$ cat src/hw/rtl/hbcd_pkg.sv
`default_nettype none
package hbcd_pkg;

	localparam int ENTRIES  = 32;
	localparam int BUCKETS  = 13;
	localparam int IDX_W    = (ENTRIES > 1) ? $clog2(ENTRIES) : 1;
	localparam int BKT_W    = 4;
	localparam int RANK_W   = 5;
	localparam int DEV_W    = 8;
	localparam int BLK_W    = 32;
	localparam int ID_W     = 5;
	localparam int HOLD_W   = 8;
	localparam logic [HOLD_W-1:0] HOLD_MAX = 8'hFF;

	localparam int PER_BKT  = ENTRIES / BUCKETS;
	localparam int LEFTOVER = ENTRIES % BUCKETS;
	localparam int PER_DIV  = (PER_BKT > 0) ? PER_BKT : 1;
	localparam int FULL_CNT = PER_BKT * BUCKETS;

	typedef enum logic [1:0] {
		FN_GET     = 2'd0,
		FN_RELEASE = 2'd1,
		FN_PIN     = 2'd2,
		FN_UNPIN   = 2'd3
	} func_t;

	typedef enum logic [1:0] {
		STS_OK      = 2'd0,
		STS_NO_FREE = 2'd1,
		STS_ZERO    = 2'd2,
		STS_MAX     = 2'd3
	} status_t;

	function automatic logic [BKT_W-1:0] reset_bucket(input int e);
		int b;
		if (e < FULL_CNT) b = e / PER_DIV;
		else b = e - FULL_CNT;
		return BKT_W'(b);
	endfunction

	function automatic logic [RANK_W-1:0] reset_rank(input int e);
		int b;
		int pos;
		int cnt;
		if (e < FULL_CNT) begin
			b   = e / PER_DIV;
			pos = e - b * PER_BKT;
			cnt = PER_BKT + ((b < LEFTOVER) ? 1 : 0);
		end else begin
			pos = PER_BKT;
			cnt = PER_BKT + 1;
		end
		return RANK_W'(cnt - 1 - pos);
	endfunction

endpackage
`default_nettype wire

$ cat src/hw/rtl/hbcd_if.sv
`default_nettype none
interface hbcd_req_if import hbcd_pkg::*; ();
	logic             valid;
	logic             ready;
	logic [1:0]       func;
	logic [DEV_W-1:0] device;
	logic [BLK_W-1:0] block_number;
	logic [ID_W-1:0]  entry_id;

	modport source (output valid, func, device, block_number, entry_id, input ready);
	modport sink   (input valid, func, device, block_number, entry_id, output ready);
endinterface

interface hbcd_rsp_if import hbcd_pkg::*; ();
	logic            valid;
	logic            ready;
	logic [ID_W-1:0] entry_out;
	logic            hit;
	logic            needs_fill;
	logic [1:0]      status;

	modport source (output valid, entry_out, hit, needs_fill, status, input ready);
	modport sink   (input valid, entry_out, hit, needs_fill, status, output ready);
endinterface
`default_nettype wire

$ cat src/hw/rtl/hbcd_mod_unit.sv
`default_nettype none
module hbcd_mod_unit import hbcd_pkg::*; (
	input  wire logic             clk,
	input  wire logic             arst_n,
	input  wire logic             start,
	input  wire logic [BLK_W-1:0] operand,
	output logic                  done,
	output logic [BKT_W-1:0]      rem
);

	localparam int NIBBLES = BLK_W / 4;
	localparam int CNT_W   = $clog2(NIBBLES);

	logic                 busy_q;
	logic                 done_q;
	logic [CNT_W-1:0]     cnt_q;
	logic [BLK_W-1:0]     shift_q;
	logic [BKT_W-1:0]     rem_q;
	logic [BKT_W-1:0]     rem_next;

	always_comb begin
		logic [BKT_W+3:0] t;
		t = {rem_q, shift_q[BLK_W-1 -: 4]};
		for (int s = 3; s >= 0; s--) begin
			if (t >= ((BKT_W+4)'(BUCKETS) << s)) t = t - ((BKT_W+4)'(BUCKETS) << s);
		end
		rem_next = t[BKT_W-1:0];
	end

	always_ff @(posedge clk or negedge arst_n) begin
		if (!arst_n) begin
			busy_q <= 1'b0;
			done_q <= 1'b0;
			cnt_q  <= '0;
		end else begin
			done_q <= 1'b0;
			if (start) begin
				busy_q  <= 1'b1;
				cnt_q   <= '0;
				shift_q <= operand;
				rem_q   <= '0;
			end else if (busy_q) begin
				rem_q   <= rem_next;
				shift_q <= shift_q << 4;
				cnt_q   <= cnt_q + 1'b1;
				if (cnt_q == CNT_W'(NIBBLES - 1)) begin
					busy_q <= 1'b0;
					done_q <= 1'b1;
				end
			end
		end
	end

	assign done = done_q;
	assign rem  = rem_q;

endmodule
`default_nettype wire

$ cat src/hw/rtl/hashed_buffer_cache_directory.sv
// Get: a reply on a hit or an in-bucket grant, on a grant whose entry moves to another
// bucket (which adds a second entry sweep to adjust ranks), or when no entry is free.
// Release, pin and unpin act on the hold count of the named entry and then reply.
// The remainder unit (eight nibble steps) and the entry sweeps (one entry per cycle) do
// the work; one item is in work at a time, and a stalled reply holds off the next grant.
// Reset (arst_n low) clears tags, valid bits, hold counts and loads the bucket layout at once.
`default_nettype none
module hashed_buffer_cache_directory import hbcd_pkg::*; (
	input  wire logic   clk,
	input  wire logic   arst_n,
	hbcd_req_if.sink    req,
	hbcd_rsp_if.source  rsp
);

	typedef enum logic [2:0] {
		S_IDLE, S_MOD, S_SCAN, S_PICK, S_HIT, S_MOVE, S_RETAG, S_HOLD
	} state_t;

	typedef enum logic {
		F_WORK, F_FIN
	} fin_t;

	state_t              state_q;
	fin_t                fin_q;

	logic [DEV_W-1:0]    tag_dev_q   [ENTRIES];
	logic [BLK_W-1:0]    tag_blk_q   [ENTRIES];
	logic                valid_q     [ENTRIES];
	logic [HOLD_W-1:0]   hold_q      [ENTRIES];
	logic [BKT_W-1:0]    bucket_q    [ENTRIES];
	logic [RANK_W-1:0]   rank_q      [ENTRIES];

	func_t               func_q;
	logic [DEV_W-1:0]    dev_q;
	logic [BLK_W-1:0]    blk_q;
	logic [ID_W-1:0]     id_q;
	logic [BKT_W-1:0]    home_q;
	logic [IDX_W-1:0]    k_q;

	logic                hit_f_q;
	logic [IDX_W-1:0]    hit_idx_q;
	logic [RANK_W-1:0]   hit_rank_q;
	logic                free_f_q;
	logic [IDX_W-1:0]    free_idx_q;
	logic [BKT_W-1:0]    free_bkt_q;
	logic [BKT_W-1:0]    free_d_q;
	logic [RANK_W-1:0]   free_rank_q;

	logic [ID_W-1:0]     res_eo_q;
	logic                res_hit_q;
	logic                res_fill_q;
	status_t             res_sts_q;

	logic                out_valid_q;
	logic [ID_W-1:0]     out_eo_q;
	logic                out_hit_q;
	logic                out_fill_q;
	status_t             out_sts_q;

	logic                mod_start;
	logic                mod_done;
	logic [BKT_W-1:0]    mod_rem;

	logic                accept;
	logic                out_free;
	logic                last_k;
	logic [BKT_W-1:0]    bkt_k;
	logic [RANK_W-1:0]   rank_k;
	logic [HOLD_W-1:0]   hold_k;
	logic [BKT_W:0]      dist_w;
	logic [BKT_W-1:0]    dist_k;
	logic                hit_cand;
	logic                free_cand;
	logic                id_in_range;

	assign accept      = req.valid && req.ready;
	assign req.ready   = (state_q == S_IDLE) && (fin_q == F_WORK);
	assign out_free    = !out_valid_q || rsp.ready;
	assign mod_start   = accept && (func_t'(req.func) == FN_GET);
	assign id_in_range = {1'b0, req.entry_id} < (ID_W+1)'(ENTRIES);

	assign last_k = (k_q == IDX_W'(ENTRIES - 1));
	assign bkt_k  = bucket_q[k_q];
	assign rank_k = rank_q[k_q];
	assign hold_k = hold_q[k_q];
	assign dist_w = {1'b0, bkt_k} + ((bkt_k < home_q) ? (BKT_W+1)'(BUCKETS) : '0)
		- {1'b0, home_q};
	assign dist_k = dist_w[BKT_W-1:0];

	assign hit_cand = (bkt_k == home_q) && (tag_dev_q[k_q] == dev_q) &&
		(tag_blk_q[k_q] == blk_q) && (!hit_f_q || (rank_k < hit_rank_q));
	assign free_cand = (hold_k == '0) &&
		(!free_f_q || ({dist_k, rank_k} < {free_d_q, free_rank_q}));

	hbcd_mod_unit u_mod (
		.clk     (clk),
		.arst_n  (arst_n),
		.start   (mod_start),
		.operand (req.block_number),
		.done    (mod_done),
		.rem     (mod_rem)
	);

	always_ff @(posedge clk or negedge arst_n) begin
		if (!arst_n) begin
			state_q     <= S_IDLE;
			fin_q       <= F_WORK;
			out_valid_q <= 1'b0;
			for (int i = 0; i < ENTRIES; i++) begin
				tag_dev_q[i] <= '0;
				tag_blk_q[i] <= '0;
				valid_q[i]   <= 1'b0;
				hold_q[i]    <= '0;
				bucket_q[i]  <= reset_bucket(i);
				rank_q[i]    <= reset_rank(i);
			end
		end else begin
			if (rsp.valid && rsp.ready) out_valid_q <= 1'b0;
			if (fin_q == F_FIN && out_free) begin
				out_valid_q <= 1'b1;
				out_eo_q    <= res_eo_q;
				out_hit_q   <= res_hit_q;
				out_fill_q  <= res_fill_q;
				out_sts_q   <= res_sts_q;
				fin_q       <= F_WORK;
			end
			case (state_q)
				S_IDLE: begin
					if (accept) begin
						func_q <= func_t'(req.func);
						dev_q  <= req.device;
						blk_q  <= req.block_number;
						id_q   <= req.entry_id;
						if (func_t'(req.func) == FN_GET) begin
							state_q <= S_MOD;
						end else if (id_in_range) begin
							k_q     <= req.entry_id[IDX_W-1:0];
							state_q <= S_HOLD;
						end else begin
							res_eo_q   <= req.entry_id;
							res_hit_q  <= 1'b0;
							res_fill_q <= 1'b0;
							res_sts_q  <= STS_ZERO;
							fin_q      <= F_FIN;
						end
					end
				end
				S_MOD: begin
					if (mod_done) begin
						home_q   <= mod_rem;
						k_q      <= '0;
						hit_f_q  <= 1'b0;
						free_f_q <= 1'b0;
						state_q  <= S_SCAN;
					end
				end
				S_SCAN: begin
					if (hit_cand) begin
						hit_f_q    <= 1'b1;
						hit_idx_q  <= k_q;
						hit_rank_q <= rank_k;
					end
					if (free_cand) begin
						free_f_q    <= 1'b1;
						free_idx_q  <= k_q;
						free_bkt_q  <= bkt_k;
						free_d_q    <= dist_k;
						free_rank_q <= rank_k;
					end
					k_q <= k_q + 1'b1;
					if (last_k) state_q <= S_PICK;
				end
				S_PICK: begin
					if (hit_f_q) begin
						k_q     <= hit_idx_q;
						state_q <= S_HIT;
					end else if (free_f_q) begin
						if (free_bkt_q != home_q) begin
							k_q     <= '0;
							state_q <= S_MOVE;
						end else begin
							k_q     <= free_idx_q;
							state_q <= S_RETAG;
						end
					end else begin
						res_eo_q   <= '0;
						res_hit_q  <= 1'b0;
						res_fill_q <= 1'b0;
						res_sts_q  <= STS_NO_FREE;
						fin_q      <= F_FIN;
						state_q    <= S_IDLE;
					end
				end
				S_HIT: begin
					res_eo_q  <= ID_W'(k_q);
					res_hit_q <= 1'b1;
					if (hold_k == HOLD_MAX) begin
						res_fill_q <= 1'b0;
						res_sts_q  <= STS_MAX;
					end else begin
						hold_q[k_q]  <= hold_k + 1'b1;
						valid_q[k_q] <= 1'b1;
						res_fill_q   <= !valid_q[k_q];
						res_sts_q    <= STS_OK;
					end
					fin_q   <= F_FIN;
					state_q <= S_IDLE;
				end
				S_MOVE: begin
					if (k_q != free_idx_q) begin
						if (bkt_k == free_bkt_q && rank_k > free_rank_q)
							rank_q[k_q] <= rank_k - 1'b1;
						else if (bkt_k == home_q)
							rank_q[k_q] <= rank_k + 1'b1;
					end
					k_q <= k_q + 1'b1;
					if (last_k) begin
						k_q     <= free_idx_q;
						state_q <= S_RETAG;
					end
				end
				S_RETAG: begin
					tag_dev_q[k_q] <= dev_q;
					tag_blk_q[k_q] <= blk_q;
					hold_q[k_q]    <= HOLD_W'(1);
					valid_q[k_q]   <= 1'b1;
					if (free_bkt_q != home_q) begin
						bucket_q[k_q] <= home_q;
						rank_q[k_q]   <= '0;
					end
					res_eo_q   <= ID_W'(k_q);
					res_hit_q  <= 1'b0;
					res_fill_q <= 1'b1;
					res_sts_q  <= STS_OK;
					fin_q      <= F_FIN;
					state_q    <= S_IDLE;
				end
				S_HOLD: begin
					res_eo_q   <= id_q;
					res_hit_q  <= 1'b0;
					res_fill_q <= 1'b0;
					if (hold_k == '0) begin
						res_sts_q <= STS_ZERO;
					end else if (func_q == FN_PIN) begin
						if (hold_k == HOLD_MAX) begin
							res_sts_q <= STS_MAX;
						end else begin
							hold_q[k_q] <= hold_k + 1'b1;
							res_sts_q   <= STS_OK;
						end
					end else begin
						hold_q[k_q] <= hold_k - 1'b1;
						res_sts_q   <= STS_OK;
					end
					fin_q   <= F_FIN;
					state_q <= S_IDLE;
				end
				default: begin
					state_q <= S_IDLE;
				end
			endcase
		end
	end

	assign rsp.valid      = out_valid_q;
	assign rsp.entry_out  = out_eo_q;
	assign rsp.hit        = out_hit_q;
	assign rsp.needs_fill = out_fill_q;
	assign rsp.status     = out_sts_q;

endmodule
`default_nettype wire
$ cat src/flat_wrapper.sv
// flat-port wrapper written by rule: the top's interface ports become plain ports
module hashed_buffer_cache_directory_flat import hbcd_pkg::*;
  (clk, arst_n, req_valid, req_func, req_device, req_block_number, req_entry_id, req_ready, rsp_valid, rsp_entry_out, rsp_hit, rsp_needs_fill, rsp_status, rsp_ready);
  hbcd_req_if req_i ();
  hbcd_rsp_if rsp_i ();
  input  wire logic clk;
  input  wire logic arst_n;
  input wire logic [$bits(req_i.valid)-1:0] req_valid;
  input wire logic [$bits(req_i.func)-1:0] req_func;
  input wire logic [$bits(req_i.device)-1:0] req_device;
  input wire logic [$bits(req_i.block_number)-1:0] req_block_number;
  input wire logic [$bits(req_i.entry_id)-1:0] req_entry_id;
  output wire logic [$bits(req_i.ready)-1:0] req_ready;
  output wire logic [$bits(rsp_i.valid)-1:0] rsp_valid;
  output wire logic [$bits(rsp_i.entry_out)-1:0] rsp_entry_out;
  output wire logic [$bits(rsp_i.hit)-1:0] rsp_hit;
  output wire logic [$bits(rsp_i.needs_fill)-1:0] rsp_needs_fill;
  output wire logic [$bits(rsp_i.status)-1:0] rsp_status;
  input wire logic [$bits(rsp_i.ready)-1:0] rsp_ready;
  assign req_i.valid = req_valid;
  assign req_i.func = req_func;
  assign req_i.device = req_device;
  assign req_i.block_number = req_block_number;
  assign req_i.entry_id = req_entry_id;
  assign req_ready = req_i.ready;
  assign rsp_valid = rsp_i.valid;
  assign rsp_entry_out = rsp_i.entry_out;
  assign rsp_hit = rsp_i.hit;
  assign rsp_needs_fill = rsp_i.needs_fill;
  assign rsp_status = rsp_i.status;
  assign rsp_i.ready = rsp_ready;
  hashed_buffer_cache_directory u_core (.clk(clk), .arst_n(arst_n), .req(req_i), .rsp(rsp_i));
endmodule
$ cat config.mk
export PLATFORM = sky130hd
export DESIGN_NAME = hashed_buffer_cache_directory_flat
export DESIGN_NICKNAME = d
export VERILOG_FILES = /design/src/hw/rtl/hbcd_pkg.sv /design/src/hw/rtl/hbcd_if.sv /design/src/hw/rtl/hbcd_mod_unit.sv /design/src/hw/rtl/hashed_buffer_cache_directory.sv /design/src/flat_wrapper.sv
export SDC_FILE = /design/constraint.sdc
export NUM_CORES = 2
export LEC_CHECK = 0
export BUFFER_PORTS_ARGS = -buffer_cell sky130_fd_sc_hd__buf_2
export CORE_MARGIN = 2
export CORE_UTILIZATION = 45
export DETAILED_ROUTE_END_ITERATION = 6
export PLACE_DENSITY = 0.64
export RECOVER_POWER = 100
export SETUP_SLACK_MARGIN = 0.1
export SYNTH_ARGS = -nofsm -noshare
export SYNTH_HDL_FRONTEND = slang
export SYNTH_SLANG_ARGS = --single-unit
$ cat constraint.sdc
create_clock -name clk -period 6.73 [get_ports clk]
set_clock_uncertainty 0.05 [all_clocks]
set_input_delay 0.673 -clock clk [delete_from_list [all_inputs] [get_ports clk]]
set_output_delay 0.673 -clock clk [all_outputs]
set_load 0.01 [all_outputs]
==> qor.log <==
qor: power_and_ir_drop.vdd.ir_drop.worst 0.443 mV
qor: worst_setup_path.required 7.42 ns
qor: floorplan.die_x 472 um
qor: drt.drtAntennaViolNets 0
qor: power_and_ir_drop.pwr-share-clk 28.3%
qor: drt.routed_wirelength 307000 um
qor: floorplan.floorplan.initialDensity 45.3%
qor: synth.post_synth_cell_types 95
qor: timing.maxSlewHeadroom -188%
qor: power_and_ir_drop.p_per_area 384 nW/um2
qor: timing.final_critical_path_time_including_i_o_delays_and_setup 6.70 ns
qor: layout.cell_area_after_layout 108000 um2
qor: clock_network.tritoncts.num_buffers 209
qor: hold_path.holdCritPathClass in -> reg
qor: layout.final_net_count 7273
qor: timing.final_hold_viol_count 0
qor: synth.syn_area 98500 um2
qor: grt.global_route.usage.total 27.4%
qor: drt.post_drt_wl_per_cell 30.0 um
qor: layout.layout.cells.most_common sky130_fd_sc_hd__dfrtp_1
qor: grt.number_of_antenna_violations_at_the_first_check_in_global_routing 19
qor: layout.post-route-util 49.7%
qor: flow_run.drv_cap 36
qor: timing.timing.final.crit_share 99.6%
qor: hold_path.hold-path-cell-count 1
qor: power_and_ir_drop.pwr-share-comb 33.1%
qor: drt.detail_route.iter0.violations 8001
qor: synth.syn_inst 7338
qor: floorplan.floorplan.io_pins 62
qor: outcome.failed_checks max-capacitance violations, max-slew violations
qor: worst_setup_path.worst_reg2reg_path_length_in_cells 13
qor: clock_network.resize_count_post_cts 0
qor: synth.ys.warnings.count 0
qor: drt.total_number_of_vias 66.9k
qor: clock_network.clk_transition_reported_paths 0.06 ns
qor: power_and_ir_drop.total_leakage_power 47.5 nW
qor: power_and_ir_drop.power.internal 26.1 mW
qor: grt.first_global_vias 68.4k
qor: clock_network.cts.path.max_buffers 3
qor: worst_setup_path.regToRegSetupSlack 0.03 ns
qor: place.place.gp.congestion 0.949
qor: timing.final_max_slew_viol_count 1462
qor: outcome.status finished, violations left
qor: worst_setup_path.worst_setup_path_start_kind register
qor: timing.fin_setup_tns 0 ns
qor: worst_setup_path.endpoint_kind register
qor: layout.fraction_of_layout_instances_using_a_drive_strength_above_1 34.6%
qor: timing.finalSetupViolCount 0
qor: synth.synth_seq_cells 2006
qor: place.hpwl_detailed 183000 um
qor: floorplan.placement_rows 171
qor: clock_network.cts_htree_levels 4
qor: place.placed_area 102000 um2
qor: synth.postSynth.asyncResetShare 93.0%
qor: synth.synth_flop_cell sky130_fd_sc_hd__dfrtp_1
qor: grt.wire_length_of_the_first_global_routing_pass 460000 um
qor: floorplan.fp.dieH 472 um
qor: timing.tightest_slew 4.32 ns
qor: timing.grt_setup_unrepaired no
qor: layout.post_layout_nonfiller_instances 10.2k
qor: drt.ratio_of_routed_vias_to_standard_cells 6.55
qor: grt.grt_overflow_total 0
qor: drt.drt_pre_antenna_iters 7
qor: layout.layout_common_cells 1796 x sky130_fd_sc_hd__dfrtp_1, 1325 x sky130_fd_sc_hd__mux2_2, 453 x sky130_fd_sc_hd__mux4_2, 413 x sky130_fd_sc_hd__o21ai_0, 395 x sky130_fd_sc_hd__nand2_1
qor: layout.areaGrowthSynthToFinish 9.60%
qor: timing.peak_freq 0.149 GHz
qor: power_and_ir_drop.swShare 36.9%
qor: synth.mappedNetlistNets 7431
qor: timing.hold-worst-slack 0.170 ns
qor: clock_network.tritoncts done
qor: power_and_ir_drop.seq_power_share 38.6%
qor: power_and_ir_drop.power_switching 15.3 mW
qor: synth.synth.yosys.seq_area_share 51.8%
qor: place.placed_cells 9788
qor: synth.number_of_synthesized_flops_with_an_enable_pin 140
qor: worst_setup_path.timing.critical_path.fanout_max 37
qor: synth.synth_top_cell_area_share 45.6%
qor: clock_network.worstSkewPairLatency 0.90 ns
qor: drt.drc 0
qor: synth.synthDominantAreaCellType sky130_fd_sc_hd__dfrtp_1
qor: clock_network.cts-root-buf sky130_fd_sc_hd__clkbuf_16
qor: worst_setup_path.critical_path_arrival 7.39 ns
qor: synth.synth.top_cells.by_area sky130_fd_sc_hd__dfrtp_1 46%, sky130_fd_sc_hd__mux2_2 15%, sky130_fd_sc_hd__mux4_2 10%
qor: worst_setup_path.crit_type reg -> reg
qor: synth.postSynthAreaPerCell 13.4 um2
qor: floorplan.core_area 217000 um2
qor: grt.grt_max_degree 183
qor: clock_network.clkSinkCount 2006
qor: place.portBuffers 61
qor: floorplan.floorplan.die_area 223000 um2
==> layout make-up <==
class / count / area, um2
Tap cell: 2854 / 3570
Multi-Input combinational cell: 4561 / 43800
Fill cell: 18600 / 109000
Sequential cell: 2006 / 51000
Clock buffer: 317 / 6100
Antenna cell: 6 / 15.0
Timing Repair Buffer: 357 / 2450
Inverter: 45 / 169
Clock inverter: 79 / 840
==> cell usage after synthesis, types with 120 or more instances <==
library cell,instances
sky130_fd_sc_hd__nor2_1,159
sky130_fd_sc_hd__mux2_4,150
sky130_fd_sc_hd__a22oi_1,231
sky130_fd_sc_hd__edfxtp_1,140
sky130_fd_sc_hd__clkbuf_1,539
sky130_fd_sc_hd__mux2_2,1326
sky130_fd_sc_hd__mux4_2,453
sky130_fd_sc_hd__o21ai_0,403
sky130_fd_sc_hd__dfrtp_1,1796
sky130_fd_sc_hd__nand2_1,389
sky130_fd_sc_hd__a221oi_1,120
sky130_fd_sc_hd__a21oi_1,278
sky130_fd_sc_hd__o22ai_1,141
==> state kept, by name, summed over array words and instances (netlist names), 5 cells and up <==
register              count
u_core.res_eo_q           5
u_core.blk_q             32
u_core.free_rank_q        5
u_core.bucket_q         128
u_core.hit_idx_q          5
u_core.hit_rank_q         5
u_core.hold_q           256
u_core.free_idx_q         5
u_core.valid_q           32
u_core.dev_q              8
u_core.rank_q           160
u_core.u_mod.shift_q     32
u_core.id_q               5
u_core.tag_blk_q       1024
u_core.tag_dev_q        256
u_core.rsp.entry_out      5
u_core.k_q                5
==> stage by stage <==
stage	power, mW	setup slack (ns)
3_3_place_gp	29.3	0.275
5_1_grt	43.0	0.0859
2_1_floorplan	24.8	0.883
6_report	41.4	0.0299
4_1_cts	41.4	0.441
3_5_place_dp	29.7	0.480
==> worst paths after layout <==
| path | startpoint | endpoint |
|---|---|---|
| max in group asynchronous | arst_n | u_core.tag_blk_q[795] |
| max | u_core.k_q[4] | u_core.hold_q[64] |
| min reg2reg | u_core.res_eo_q[1] | u_core.rsp.entry_out[1] |
| max reg2reg | u_core.k_q[4] | u_core.hold_q[64] |
| min | req_entry_id[0] | u_core.id_q[0] |
| min in group asynchronous | arst_n | u_core.tag_blk_q[201] |
==> cells by family (layout without fill, tap and decap cells) <==
| family | count (synthesis) | in the layout | share of synthesized area (%) |
|---|---|---|---|
| AOI/OAI and AO/OA | 1596 | 1596 | 10.6 |
| adders and majority gates | 42 | 42 | 0.556 |
| and+or+nand+nor | 894 | 894 | 4.75 |
| xor gates and xnor gates | 82 | 82 | 0.729 |
| muxes | 1947 | 1947 | 28.2 |
| DFF | 2006 | 2006 | 51.8 |
| other | 0 | 6 | 0 |
| buffers and inverters | 771 | 798 | 3.44 |
==> power by group through the flow <==
stage                     Clock [mW]  Sequential, mW  Combinational [mW]
after CTS                       11.9            15.9                13.6
after global placement             0            16.0                13.3
after floorplan                    0            15.5                9.29
final                           11.7            16.0                13.7
after detailed placement           0            16.1                13.6
after global routing            12.4            16.2                14.4
==> routing by layer <==
metal  up-vias  share of wire, %  GRT usage (%)
met2      3275                46           42.5
met5         -             0.016              0
met1     35500                41           37.5
li1      27500                 -              -
met4        10               3.9           10.5
met3       686               8.7           6.43
==> critical path, cell delays in order (launching register included) <==
cell	delay (ns)
sky130_fd_sc_hd__edfxtp_1	0.54
sky130_fd_sc_hd__clkbuf_1	1.40
sky130_fd_sc_hd__nand3b_1	0.46
sky130_fd_sc_hd__o22ai_1	0.27
sky130_fd_sc_hd__or4_4	0.74
sky130_fd_sc_hd__ha_1	0.30
sky130_fd_sc_hd__and4_1	0.35
sky130_fd_sc_hd__o22ai_1	0.25
sky130_fd_sc_hd__nand2_1	0.26
sky130_fd_sc_hd__inv_1	0.16
sky130_fd_sc_hd__clkbuf_2	0.95
sky130_fd_sc_hd__nand2_1	0.48
sky130_fd_sc_hd__o22ai_1	0.29
sky130_fd_sc_hd__a21oi_1	0.06
==> what timing repair did <==
action	4_1_cts	5_1_grt
endpoints found under the setup margin	0	5
buffers inserted	0	1
hold buffers	34	0
endpoints found under the hold margin	71	0
No activity file was read; power rests on OpenSTA's default activity.
